`config.mk`:
```
export PLATFORM = sky130hd
export DESIGN_NAME = bit_tick_uart_8n1_core
export DESIGN_NICKNAME = d
export VERILOG_FILES = /design/src/btu_pkg.sv /design/src/bit_tick_uart_8n1_core.sv
export VERILOG_INCLUDE_DIRS = /design/src /design/src/src
export SDC_FILE = /design/constraint.sdc
export NUM_CORES = 1
export LEC_CHECK = 0
export BUFFER_PORTS_ARGS = -buffer_cell sky130_fd_sc_hd__buf_4
export CAP_MARGIN = 15
export CORE_ASPECT_RATIO = 2
export CORE_MARGIN = 2
export CORE_UTILIZATION = 62
export CTS_BUF_LIST = sky130_fd_sc_hd__clkbuf_16
export DETAILED_ROUTE_END_ITERATION = 12
export HOLD_SLACK_MARGIN = 0.08
export PLACE_DENSITY = 0.8
export SLEW_MARGIN = 30
export SYNTH_ARGS = -nofsm -noshare
export SYNTH_HDL_FRONTEND = slang
export SYNTH_SLANG_ARGS = --single-unit
```
`constraint.sdc`:
```
create_clock -name clock -period 2.93 [get_ports clock]
set_clock_uncertainty 0.1 [all_clocks]
set_input_delay 0.586 -clock clock [delete_from_list [all_inputs] [get_ports clock]]
set_output_delay 0.586 -clock clock [all_outputs]
set_load 0.02 [all_outputs]
```
`src/bit_tick_uart_8n1_core_macros.svh`:
```
// Assertion macros shared by the bit-tick UART core.
`ifndef BIT_TICK_UART_8N1_CORE_MACROS_SVH
`define BIT_TICK_UART_8N1_CORE_MACROS_SVH

`ifndef SYNTHESIS
// Checks a condition on every clock edge outside reset.
`define BTU_ASSERT(label, clk, rst, prop, msg) \
   label: assert property (@(posedge clk) disable iff (rst) (prop)) else $error(msg);
// Checks that a condition in the next cycle follows from the present one.
`define BTU_ASSERT_NEXT(label, clk, rst, ante, cons, msg) \
   label: assert property (@(posedge clk) disable iff (rst) (ante) |=> (cons)) \
      else $error(msg);
`else
`define BTU_ASSERT(label, clk, rst, prop, msg)
`define BTU_ASSERT_NEXT(label, clk, rst, ante, cons, msg)
`endif

`endif

```
`src/btu_pkg.sv`:
```
// Types and constants of the bit-tick 8N1 UART core.
package btu_pkg;

   // Number of data bits in one frame; bits above bit 7 are sent as zero.
   localparam int unsigned DATA_BITS = 8;
   localparam int unsigned COUNT_W = 4;
   localparam int unsigned BYTE_W = 8;
   localparam int unsigned REQ_DATA_W = 16;
   localparam int unsigned RSP_DATA_W = 16;

   typedef enum logic [2:0] {
      OP_TX_TICK  = 3'd0,
      OP_RX_BIT   = 3'd1,
      OP_RX_START = 3'd2,
      OP_WRITE    = 3'd3,
      OP_SEND     = 3'd4,
      OP_READ     = 3'd5
   } op_type;

   typedef enum logic [1:0] {
      PH_IDLE  = 2'd0,
      PH_START = 2'd1,
      PH_DATA  = 2'd2,
      PH_STOP  = 2'd3
   } phase_type;

endpackage

```
`src/bit_tick_uart_8n1_core.sv`:
```
// Bit-tick 8N1 UART core: transmitter, receiver and host register state.
// Flow: an accepted request is registered in the input stage; its state update and
//    result are captured together in the result register, which holds the response.
// Throughput: one request per clock cycle while the response channel takes results;
//    the UART registers update as the result register captures the result.
// Reset (synchronous, active high): transmitter and receiver idle, TX line high,
//    tx_ready and rx_idle set, all other UART flags and data registers cleared.
`include "bit_tick_uart_8n1_core_macros.svh"

module bit_tick_uart_8n1_core (
   input  logic        clock,
   input  logic        reset,
   // Request channel.
   input  logic        req_tvalid,
   output logic        req_tready,
   input  logic [15:0] req_tdata,   // [0] rx_level, [8:1] tx_byte, [15:9] zero
   input  logic [2:0]  req_tuser,   // [2:0] op
   // Response channel.
   output logic        rsp_tvalid,
   input  logic        rsp_tready,
   output logic [15:0] rsp_tdata    // [0] tx_line, [8:1] read_data, [9] rx_ready,
                                    // [10] tx_ready, [11] tx_done, [12] rx_idle,
                                    // [13] rx_complete, [15:14] zero
);

   // ------------------------------------------------------------------------
   // Pipeline control. The input stage holds one accepted request; it advances
   // into the UART state and the result register whenever the result register
   // is empty or its transfer completes in the same cycle. The input stage in
   // turn takes a new request when it is empty or advancing, so a request can
   // be accepted every cycle while results drain; a waiting result stalls it once full.
   // ------------------------------------------------------------------------
   logic                   stage_valid_ff, stage_valid_in;
   btu_pkg::op_type        stage_op_ff;
   logic                   stage_level_ff;
   logic [btu_pkg::BYTE_W-1:0] stage_byte_ff;
   logic                   rsp_valid_ff, rsp_valid_in;
   logic [btu_pkg::RSP_DATA_W-1:0] rsp_data_ff, rsp_data_in;
   logic                   advance;
   logic                   fire;

   assign advance    = !rsp_valid_ff || rsp_tready;
   assign fire       = stage_valid_ff && advance;
   assign req_tready = !stage_valid_ff || advance;

   assign stage_valid_in = (req_tvalid && req_tready) || (stage_valid_ff && !advance);
   assign rsp_valid_in   = fire || (rsp_valid_ff && !rsp_tready);

   always_ff @(posedge clock) begin
      if (reset) begin
         stage_valid_ff <= 1'b0;
         rsp_valid_ff   <= 1'b0;
      end else begin
         stage_valid_ff <= stage_valid_in;
         rsp_valid_ff   <= rsp_valid_in;
      end
   end

   // Request payload is captured on every accepted transfer.
   always_ff @(posedge clock) begin
      if (req_tvalid && req_tready) begin
         stage_op_ff    <= btu_pkg::op_type'(req_tuser);
         stage_level_ff <= req_tdata[0];
         stage_byte_ff  <= req_tdata[8:1];
      end
   end

   // ------------------------------------------------------------------------
   // UART state.
   // ------------------------------------------------------------------------
   btu_pkg::phase_type tx_phase_ff, tx_phase_in;
   logic [btu_pkg::BYTE_W-1:0]  tx_shift_ff, tx_shift_in;
   logic [btu_pkg::BYTE_W-1:0]  tx_hold_ff, tx_hold_in;
   logic [btu_pkg::COUNT_W-1:0] tx_bit_count_ff, tx_bit_count_in;
   logic                        tx_level_ff, tx_level_in;
   btu_pkg::phase_type rx_phase_ff, rx_phase_in;
   logic [btu_pkg::BYTE_W-1:0]  rx_shift_ff, rx_shift_in;
   logic [btu_pkg::COUNT_W-1:0] rx_bit_count_ff, rx_bit_count_in;
   logic [btu_pkg::BYTE_W-1:0]  rx_hold_ff, rx_hold_in;
   logic tx_ready_ff, tx_ready_in;
   logic tx_done_ff, tx_done_in;
   logic rx_idle_ff, rx_idle_in;
   logic rx_ready_ff, rx_ready_in;
   logic rx_complete_ff, rx_complete_in;

   logic [btu_pkg::COUNT_W-1:0] tx_count_inc;
   logic [btu_pkg::COUNT_W-1:0] rx_count_inc;

   assign tx_count_inc = tx_bit_count_ff + btu_pkg::COUNT_W'(1);
   assign rx_count_inc = rx_bit_count_ff + btu_pkg::COUNT_W'(1);

   // Transmitter next phase. A send restarts the frame from the start bit.
   always_comb begin
      tx_phase_in = tx_phase_ff;
      if (fire) begin
         if (stage_op_ff == btu_pkg::OP_SEND) begin
            tx_phase_in = btu_pkg::PH_START;
         end else if (stage_op_ff == btu_pkg::OP_TX_TICK) begin
            unique case (tx_phase_ff)
               btu_pkg::PH_IDLE:  tx_phase_in = btu_pkg::PH_IDLE;
               btu_pkg::PH_START: tx_phase_in = btu_pkg::PH_DATA;
               btu_pkg::PH_DATA: begin
                  if (tx_count_inc >= btu_pkg::COUNT_W'(btu_pkg::DATA_BITS)) begin
                     tx_phase_in = btu_pkg::PH_STOP;
                  end
               end
               btu_pkg::PH_STOP:  tx_phase_in = btu_pkg::PH_IDLE;
               default:           tx_phase_in = btu_pkg::PH_IDLE;
            endcase
         end
      end
   end

   // Transmitter datapath and host-side transmit flags.
   always_comb begin
      tx_shift_in     = tx_shift_ff;
      tx_hold_in      = tx_hold_ff;
      tx_bit_count_in = tx_bit_count_ff;
      tx_level_in     = tx_level_ff;
      tx_ready_in     = tx_ready_ff;
      tx_done_in      = tx_done_ff;
      if (fire) begin
         unique case (stage_op_ff)
            btu_pkg::OP_TX_TICK: begin
               unique case (tx_phase_ff)
                  btu_pkg::PH_IDLE: begin
                     tx_done_in  = 1'b1;
                     tx_level_in = 1'b1;
                  end
                  btu_pkg::PH_START: tx_level_in = 1'b0;
                  btu_pkg::PH_DATA: begin
                     // Bits beyond the byte go out as zero.
                     if (tx_bit_count_ff < btu_pkg::COUNT_W'(btu_pkg::BYTE_W)) begin
                        tx_level_in = tx_shift_ff[tx_bit_count_ff[2:0]];
                     end else begin
                        tx_level_in = 1'b0;
                     end
                     tx_bit_count_in = tx_count_inc;
                  end
                  btu_pkg::PH_STOP:  tx_level_in = 1'b1;
                  default:           tx_level_in = 1'b1;
               endcase
            end
            btu_pkg::OP_WRITE: begin
               tx_hold_in  = stage_byte_ff;
               tx_ready_in = 1'b0;
            end
            btu_pkg::OP_SEND: begin
               tx_shift_in     = tx_hold_ff;
               tx_hold_in      = '0;
               tx_bit_count_in = '0;
               tx_ready_in     = 1'b1;
               tx_done_in      = 1'b0;
            end
            default: ;
         endcase
      end
   end

   // Receiver next phase. A start check arms it only when idle, the line is
   // low and no completed frame is parked in the shift register.
   always_comb begin
      rx_phase_in = rx_phase_ff;
      if (fire) begin
         if (stage_op_ff == btu_pkg::OP_RX_START) begin
            if (rx_idle_ff && !stage_level_ff && !rx_complete_ff) begin
               rx_phase_in = btu_pkg::PH_START;
            end
         end else if (stage_op_ff == btu_pkg::OP_RX_BIT) begin
            unique case (rx_phase_ff)
               btu_pkg::PH_IDLE:  rx_phase_in = btu_pkg::PH_IDLE;
               btu_pkg::PH_START: begin
                  rx_phase_in = stage_level_ff ? btu_pkg::PH_IDLE : btu_pkg::PH_DATA;
               end
               btu_pkg::PH_DATA: begin
                  if (rx_count_inc >= btu_pkg::COUNT_W'(btu_pkg::DATA_BITS)) begin
                     rx_phase_in = btu_pkg::PH_STOP;
                  end
               end
               btu_pkg::PH_STOP:  rx_phase_in = btu_pkg::PH_IDLE;
               default:           rx_phase_in = btu_pkg::PH_IDLE;
            endcase
         end
      end
   end

   // Receiver datapath and host-side receive flags.
   always_comb begin
      rx_shift_in     = rx_shift_ff;
      rx_bit_count_in = rx_bit_count_ff;
      rx_hold_in      = rx_hold_ff;
      rx_idle_in      = rx_idle_ff;
      rx_ready_in     = rx_ready_ff;
      rx_complete_in  = rx_complete_ff;
      if (fire) begin
         unique case (stage_op_ff)
            btu_pkg::OP_RX_BIT: begin
               unique case (rx_phase_ff)
                  btu_pkg::PH_IDLE: rx_idle_in = 1'b1;
                  btu_pkg::PH_START: begin
                     if (stage_level_ff) begin
                        rx_idle_in = 1'b1;
                     end else begin
                        rx_bit_count_in = '0;
                     end
                  end
                  btu_pkg::PH_DATA: begin
                     // Bits beyond the byte are dropped.
                     if (rx_bit_count_ff < btu_pkg::COUNT_W'(btu_pkg::BYTE_W)) begin
                        rx_shift_in[rx_bit_count_ff[2:0]] = stage_level_ff;
                     end
                     rx_bit_count_in = rx_count_inc;
                  end
                  default: begin
                     // Stop bit: a good one hands the byte over only while a
                     // written transmit byte is pending; a bad one drops it.
                     if (stage_level_ff) begin
                        if (!tx_ready_ff) begin
                           rx_hold_in     = rx_shift_ff;
                           rx_shift_in    = '0;
                           rx_ready_in    = 1'b1;
                           rx_complete_in = 1'b0;
                        end else begin
                           rx_complete_in = 1'b1;
                        end
                     end else begin
                        rx_complete_in = 1'b0;
                        rx_shift_in    = '0;
                     end
                     rx_idle_in = 1'b1;
                  end
               endcase
            end
            btu_pkg::OP_RX_START: begin
               if (rx_idle_ff && !stage_level_ff && !rx_complete_ff) begin
                  rx_idle_in = 1'b0;
               end
            end
            btu_pkg::OP_READ: rx_ready_in = 1'b0;
            default: ;
         endcase
      end
   end

   always_ff @(posedge clock) begin
      if (reset) begin
         tx_phase_ff     <= btu_pkg::PH_IDLE;
         tx_shift_ff     <= '0;
         tx_hold_ff      <= '0;
         tx_bit_count_ff <= '0;
         tx_level_ff     <= 1'b1;
         rx_phase_ff     <= btu_pkg::PH_IDLE;
         rx_shift_ff     <= '0;
         rx_bit_count_ff <= '0;
         rx_hold_ff      <= '0;
         tx_ready_ff     <= 1'b1;
         tx_done_ff      <= 1'b0;
         rx_idle_ff      <= 1'b1;
         rx_ready_ff     <= 1'b0;
         rx_complete_ff  <= 1'b0;
      end else begin
         tx_phase_ff     <= tx_phase_in;
         tx_shift_ff     <= tx_shift_in;
         tx_hold_ff      <= tx_hold_in;
         tx_bit_count_ff <= tx_bit_count_in;
         tx_level_ff     <= tx_level_in;
         rx_phase_ff     <= rx_phase_in;
         rx_shift_ff     <= rx_shift_in;
         rx_bit_count_ff <= rx_bit_count_in;
         rx_hold_ff      <= rx_hold_in;
         tx_ready_ff     <= tx_ready_in;
         tx_done_ff      <= tx_done_in;
         rx_idle_ff      <= rx_idle_in;
         rx_ready_ff     <= rx_ready_in;
         rx_complete_ff  <= rx_complete_in;
      end
   end

   // ------------------------------------------------------------------------
   // Result register: the status after the update, captured with the update.
   // ------------------------------------------------------------------------
   assign rsp_data_in = {2'b00, rx_complete_in, rx_idle_in, tx_done_in, tx_ready_in,
                         rx_ready_in, rx_hold_in, tx_level_in};

   always_ff @(posedge clock) begin
      if (fire) begin
         rsp_data_ff <= rsp_data_in;
      end
   end

   assign rsp_tvalid = rsp_valid_ff;
   assign rsp_tdata  = rsp_data_ff;

   // ------------------------------------------------------------------------
   // Assertions.
   // ------------------------------------------------------------------------
   `BTU_ASSERT(a_tx_done_only_idle, clock, reset,
      (tx_phase_ff == btu_pkg::PH_IDLE) || !tx_done_ff, "tx_done set during a frame")
   `BTU_ASSERT(a_rx_idle_matches, clock, reset,
      rx_idle_ff == (rx_phase_ff == btu_pkg::PH_IDLE), "rx_idle out of step with rx phase")
   `BTU_ASSERT_NEXT(a_rx_complete_sticky, clock, reset,
      rx_complete_ff, rx_complete_ff, "parked receive frame was released")
   `BTU_ASSERT(a_bit_counts_bounded, clock, reset,
      (tx_bit_count_ff <= btu_pkg::COUNT_W'(btu_pkg::DATA_BITS)) &&
      (rx_bit_count_ff <= btu_pkg::COUNT_W'(btu_pkg::DATA_BITS)), "bit count past frame")

endmodule
```
After elaboration in Yosys (flattened, before gate mapping)
Index checks and enable logic that the tools add are counted.

operators by class
  add/sub/neg operators = 2
  order comparisons = 7
  equality and inequality tests = 18
  multiplexer cells = 53
  bitwise logic cells = 1
  reductions and logical operators = 35

operator list
  cell                   count
  $mux W8                8
  $pmux W8 S2            2
  $mux W1                20
  $mux W2                8
  $pmux W4 S2            2
  $pmux W2 S3            2
  $pmux W1 S2            5
  $add A4 B1 Y4 const B  2
  $bwmux W8              1
  $eq A2 B2 Y1 const B   4
  $ge A4 B4 Y1 const B   2
  $lt A3 B4 Y1 const B   2
  $lt A4 B4 Y1 const B   2
  $mux W4                2
  $reduce_and A4 Y1      2
  $reduce_bool A2 Y1     4
  $logic_and A1 B1 Y1    7
  $eq A3 B2 Y1 const B   2
  $eq A3 B3 Y1 const B   2
  $logic_not A1 Y1       6
  $ne A3 B3 Y1 const B   2
  $reduce_and A3 Y1      2
  $reduce_or A2 Y1       3
  $reduce_and A5 Y1      1
  15 further kinds       23

word-level totals
  register bits = 78
  bits of input ports = 23
  output and inout port bits = 18
  logic and storage cells = 136

Longest topological paths before layout
  word-level depth = 7
  depth in mapped cells = 8

Worst setup path after synthesis
OpenSTA, ideal clock, no wires.

  path kind = input -> register
  start point = input port rsp_tready
  end point = register rsp_data_ff, in the netlist rsp_tdata[1] (data pin)
  setup time = 0.260 ns
  arrival = 1.726 ns
  setup slack = 0.844 ns
  stages on the path = 7
  path buffers = 3
  path through = nand2b_1 > buf_2 > and4_1 > buf_4 > nand4b_2 > buf_6 > mux2_2

between the ends
  cells in the longest elaborated chain, start to end = 3

ends and longest elaborated chain
  item                     line                           RTL
  start, declared          bit_tick_uart_8n1_core.sv:20   input logic rsp_tready,
  $logic_or A1 B1 Y1       bit_tick_uart_8n1_core.sv:42   assign advance = !rsp_valid_ff || rsp_tready;
  $logic_and A1 B1 Y1      bit_tick_uart_8n1_core.sv:43   assign fire = stage_valid_ff && advance;
  $mux W8                  bit_tick_uart_8n1_core.sv:195  if (fire) begin
  net rx_hold_in, one bit  bit_tick_uart_8n1_core.sv:79   logic [btu_pkg::BYTE_W-1:0] rx_hold_ff, rx_hold_in;
  end signal, assigned     bit_tick_uart_8n1_core.sv:287  rsp_data_ff <= rsp_data_in;
  end, declared            bit_tick_uart_8n1_core.sv:38   logic [btu_pkg::RSP_DATA_W-1:0] rsp_data_ff, rsp_data_in;

The timed path passes the listed nets, and every way through them passes these cells.
A chain may end at the register's enable or synchronous reset.

Worst setup path after layout
  start point = register rx_phase_ff[1]
  end point = register rx_shift_ff[6] in the netlist's numbering

between the ends
  cells in the longest elaborated chain, start to end = 4
  elaborated cells between the ends (all ways) = 9
  those cells by class = eq/ne (4); mux (1); bitwise (1); reduce/logical (3)

ends and longest elaborated chain
  item                                              line                           RTL
  start, declared                                   bit_tick_uart_8n1_core.sv:76   btu_pkg::phase_type rx_phase_ff, rx_phase_in;
  start signal, assigned                            bit_tick_uart_8n1_core.sv:252  rx_phase_ff <= btu_pkg::PH_IDLE;
  start signal, assigned                            bit_tick_uart_8n1_core.sv:267  rx_phase_ff <= rx_phase_in;
  $eq A2 B1 Y1 or $logic_not A2 Y1 (tied branches)  bit_tick_uart_8n1_core.sv:198  unique case (rx_phase_ff)
  $reduce_or A2 Y1 (no source line)                 n/a
  $not A1 Y1 (no source line)                       n/a
  $reduce_and A5 Y1 (no source line)                n/a
  end signal, assigned                              bit_tick_uart_8n1_core.sv:268  rx_shift_ff <= rx_shift_in;
  end, declared                                     bit_tick_uart_8n1_core.sv:77   logic [btu_pkg::BYTE_W-1:0] rx_shift_ff, rx_shift_in;

Several ways; a longest one is shown, not always the timed one.

==> flow_summary.ini <==
[die]
core.rowCount = 38
i_o_pin_count = 41
die_area_um2 = 6320
floorplan.initialDensity_pct = 64.2
die_h_um = 110
floorplan.core_area_um2 = 5470
floorplan.die.width_um = 57.2

[sta]
setup_viol_count_final = 0
period_needed_ps = 2360
setup-tns-final_ps = 0
transition_time_at_the_pin_with_the_least_slew_margin_ps = 798
hold_viol = 0
relSlewSlack_pct = 46.6
post_route_clock_period_utilization_pct = 80.5
setup_ws_ps = 571
timing_max_transition_violations_final = 0
achievable-frequency_mhz = 424
grt_setup_unrepaired = false

[min_path]
hold_path.class = input pin to flop
hold_path.startpoint = req_tdata[2]

[logic_synthesis]
ys.flop_type = dfxtp_1
seq_area_frac_synth_pct = 51.9
synth_most_common_cell = dfxtp_1
synth_top_cells_by_count = dfxtp_1, nand2_1, edfxtp_1
synth_enable_flop_cells = 26
avgSynthCellArea_um2 = 10.4
synth.top_cells.by_area = dfxtp_1, edfxtp_1, mux2i_1
synth_async_sr_flop_share_pct = 0
post_synth_inst_count = 336
synth_cell_types = 59
ys_ff_latch = 78
yosysWarnings = 0
syn_area_um2 = 3510
synth_largest_area_cell = dfxtp_1
yosys.area.top_type_share_pct = 29.7

[pwr]
share_seq_of_total_power_pct = 45.9
power.ir.vdd_worst_mv = 0.708
net-switching-power_uw = 508
pwr_density_cell_nw_per_um2 = 612
comb_power_share_pct = 4.3
power.clock.fraction_pct = 49.8
cell_internal_pwr_mw = 2.01
switching_share_pct = 20.2
power_leakage_nw = 1.64
fin_total_pwr_mw = 2.51

[cells_and_area]
multi_input_area_um2 = 1520
post_route_cells_drive_above_1_share_pct = 20.5
ff_latch_area_um2 = 1820
antenna_cells_inserted = 0
final-instance-count-excl-fill = 431
flow.area_growth_from_synthesis_pct = 17.0
fin_nets = 399
fillerInstances = 380

[clock_tree]
clock-sinks = 78
cts_made_buffers = 9
post_cts.repair.setup_buffers = 0
cts.clk_slew.worst_paths_ps = 60
cts_max_path_buffers = 2
postCtsResizedCells = 0
clock_tree.htree_level_count = 3
cts.root.buffer_cell = clkbuf_16
tritoncts_clock_tree = built
later_pin_clock_latency_in_the_skew_report_ps = 340
holdBufCountCts = 0

[outcome]
outcome = completed

[route]
post_route_antenna_net_violation_count = 0
routed_wire_length_per_instance_um = 17.4
firstDrtPassIters = 4
vias_per_cell = 6.13
detailroute.via_count = 2642
drc_errors = 0
drt_iter0_markers = 96
wl_mm = 7.51

[place]
place_inst = 415
pre_cts_ws_ps = 624
finalWeightedCongestion = 0.849
hpwl_mm = 5.43
buffer_ports.inserted = 31

[worst_setup_path]
ff2ff_setup_slack_ps = 570
timing.critical_path.from = rx_phase_ff[1]
worst-endpoint-arrival_ps = 2460
path_class = flop to flop
worst_setup_path_end_kind = flop
regToRegStartpoint = rx_phase_ff[1]
worst_ep_required_time_ps = 3030
maximum_fanout_along_the_worst_path = 9
timing.critical_path.from_type = flop

[grt]
maximum_number_of_pins_on_one_net_before_global_route_repair = 32
first_pass_grt_wire_length_mm = 12.4
via_count_of_the_first_global_routing_pass = 2637
globalRouteTotalUtil_pct = 25.9
global_route.overflow_total = 0
grt_antenna_before_repair = 0

[flow_run]
maxCapViolations = 0
==> cells by family (layout without fill, tap and decap cells) <==
group	count (synthesis)	count (layout)	share of synthesized area (%)
AND/OR/NAND/NOR	102	102	14.6
flip-flops	78	78	51.9
AO/OA/AOI/OAI	76	76	15.0
buffers and inverters	37	71	4.92
multiplexers	31	31	9.62
adder cells (fa/ha/maj)	10	10	3.56
other	1	2	0.107
XOR/XNOR	1	1	0.250
==> state kept, by name (all words and copies together) (netlist names) <==
name / cells
rsp_tvalid: 1
rx_complete_ff: 1
tx_done_ff: 1
tx_bit_count_ff: 4
rx_shift_ff: 8
stage_op_ff: 3
tx_hold_ff: 8
rsp_tdata: 14
tx_shift_ff: 8
rx_bit_count_ff: 4
stage_valid_ff: 1
rx_ready_ff: 1
rx_idle_ff: 1
rx_hold_ff: 8
stage_byte_ff: 8
rx_phase_ff: 2
tx_ready_ff: 1
tx_level_ff: 1
tx_phase_ff: 2
stage_level_ff: 1
==> power groups by stage <==
stage	registers, mW	logic (mW)	clock network [mW]
after floorplan	1.18	0.0597	0
after global placement	1.18	0.105	0
after detailed placement	1.18	0.108	0
after CTS	1.15	0.108	1.27
after global routing	1.16	0.117	1.30
final	1.15	0.107	1.25
==> layout make-up <==
type | count | share of cell area [%]
Tap cell | 60 | 1.83
Clock inverter | 7 | 2.77
Inverter | 16 | 1.46
Multi-Input combinational cell | 222 | 37.0
Clock buffer | 9 | 5.48
Timing Repair Buffer | 39 | 7.13
Sequential cell | 78 | 44.3
==> worst max-delay path, cell delays in order, from the launching register on <==
cell and delay, ps:
dfxtp_1 420, inv_1 90, ha_1 260, a211oi_1 420, o21ai_1 330, o311ai_0 430, o21ai_0 160
==> worst paths after layout <==
kind	endpoint	depth (start not counted)
max	rx_shift_ff[6]	6
min	stage_byte_ff[1]	1
max reg2reg	rx_shift_ff[6]	6
min reg2reg	tx_hold_ff[0]	2
==> metal layers <==
metal	share of wire, %	vias to the layer above	GRT usage [%]
li1	-	1290	-
met1	33	1266	24.3
met2	59	61	48.4
met3	3.2	25	4.80
met4	4.2	0	16.4
met5	0	-	0
==> layout by cell type, fill, tap and decap left out, types with 3 or more instances in the layout <==
| cell | instances |
|---|---|
| clkbuf_16 | 9 |
| a211oi_1 | 3 |
| mux2_1 | 3 |
| a31o_2 | 3 |
| inv_1 | 15 |
| edfxtp_1 | 26 |
| nor2_1 | 20 |
| dfxtp_1 | 52 |
| mux2_2 | 9 |
| o311ai_0 | 9 |
| mux2i_1 | 18 |
| or2_2 | 4 |
| buf_4 | 39 |
| o31ai_1 | 4 |
| ha_1 | 10 |
| o21a_1 | 5 |
| bufinv_16 | 3 |
| nand2b_1 | 4 |
| a31oi_1 | 4 |
| o21ai_0 | 10 |
| nor3_1 | 4 |
| nand2_1 | 32 |
| nand3b_1 | 3 |
| nand3_1 | 13 |
| a21oi_1 | 19 |
| nand4_1 | 7 |
==> through the flow <==
step	utilization [%]	instance area, um2	hold slack [ps]
6_report	75.1	4110	318
5_1_grt	75.1	4110	313
4_1_cts	75.1	4110	312
3_5_place_dp	68.9	3770	347
3_3_place_gp	68.9	3770	337
2_1_floorplan	-	3510	327
No activity file was read; power rests on OpenSTA's default activity.
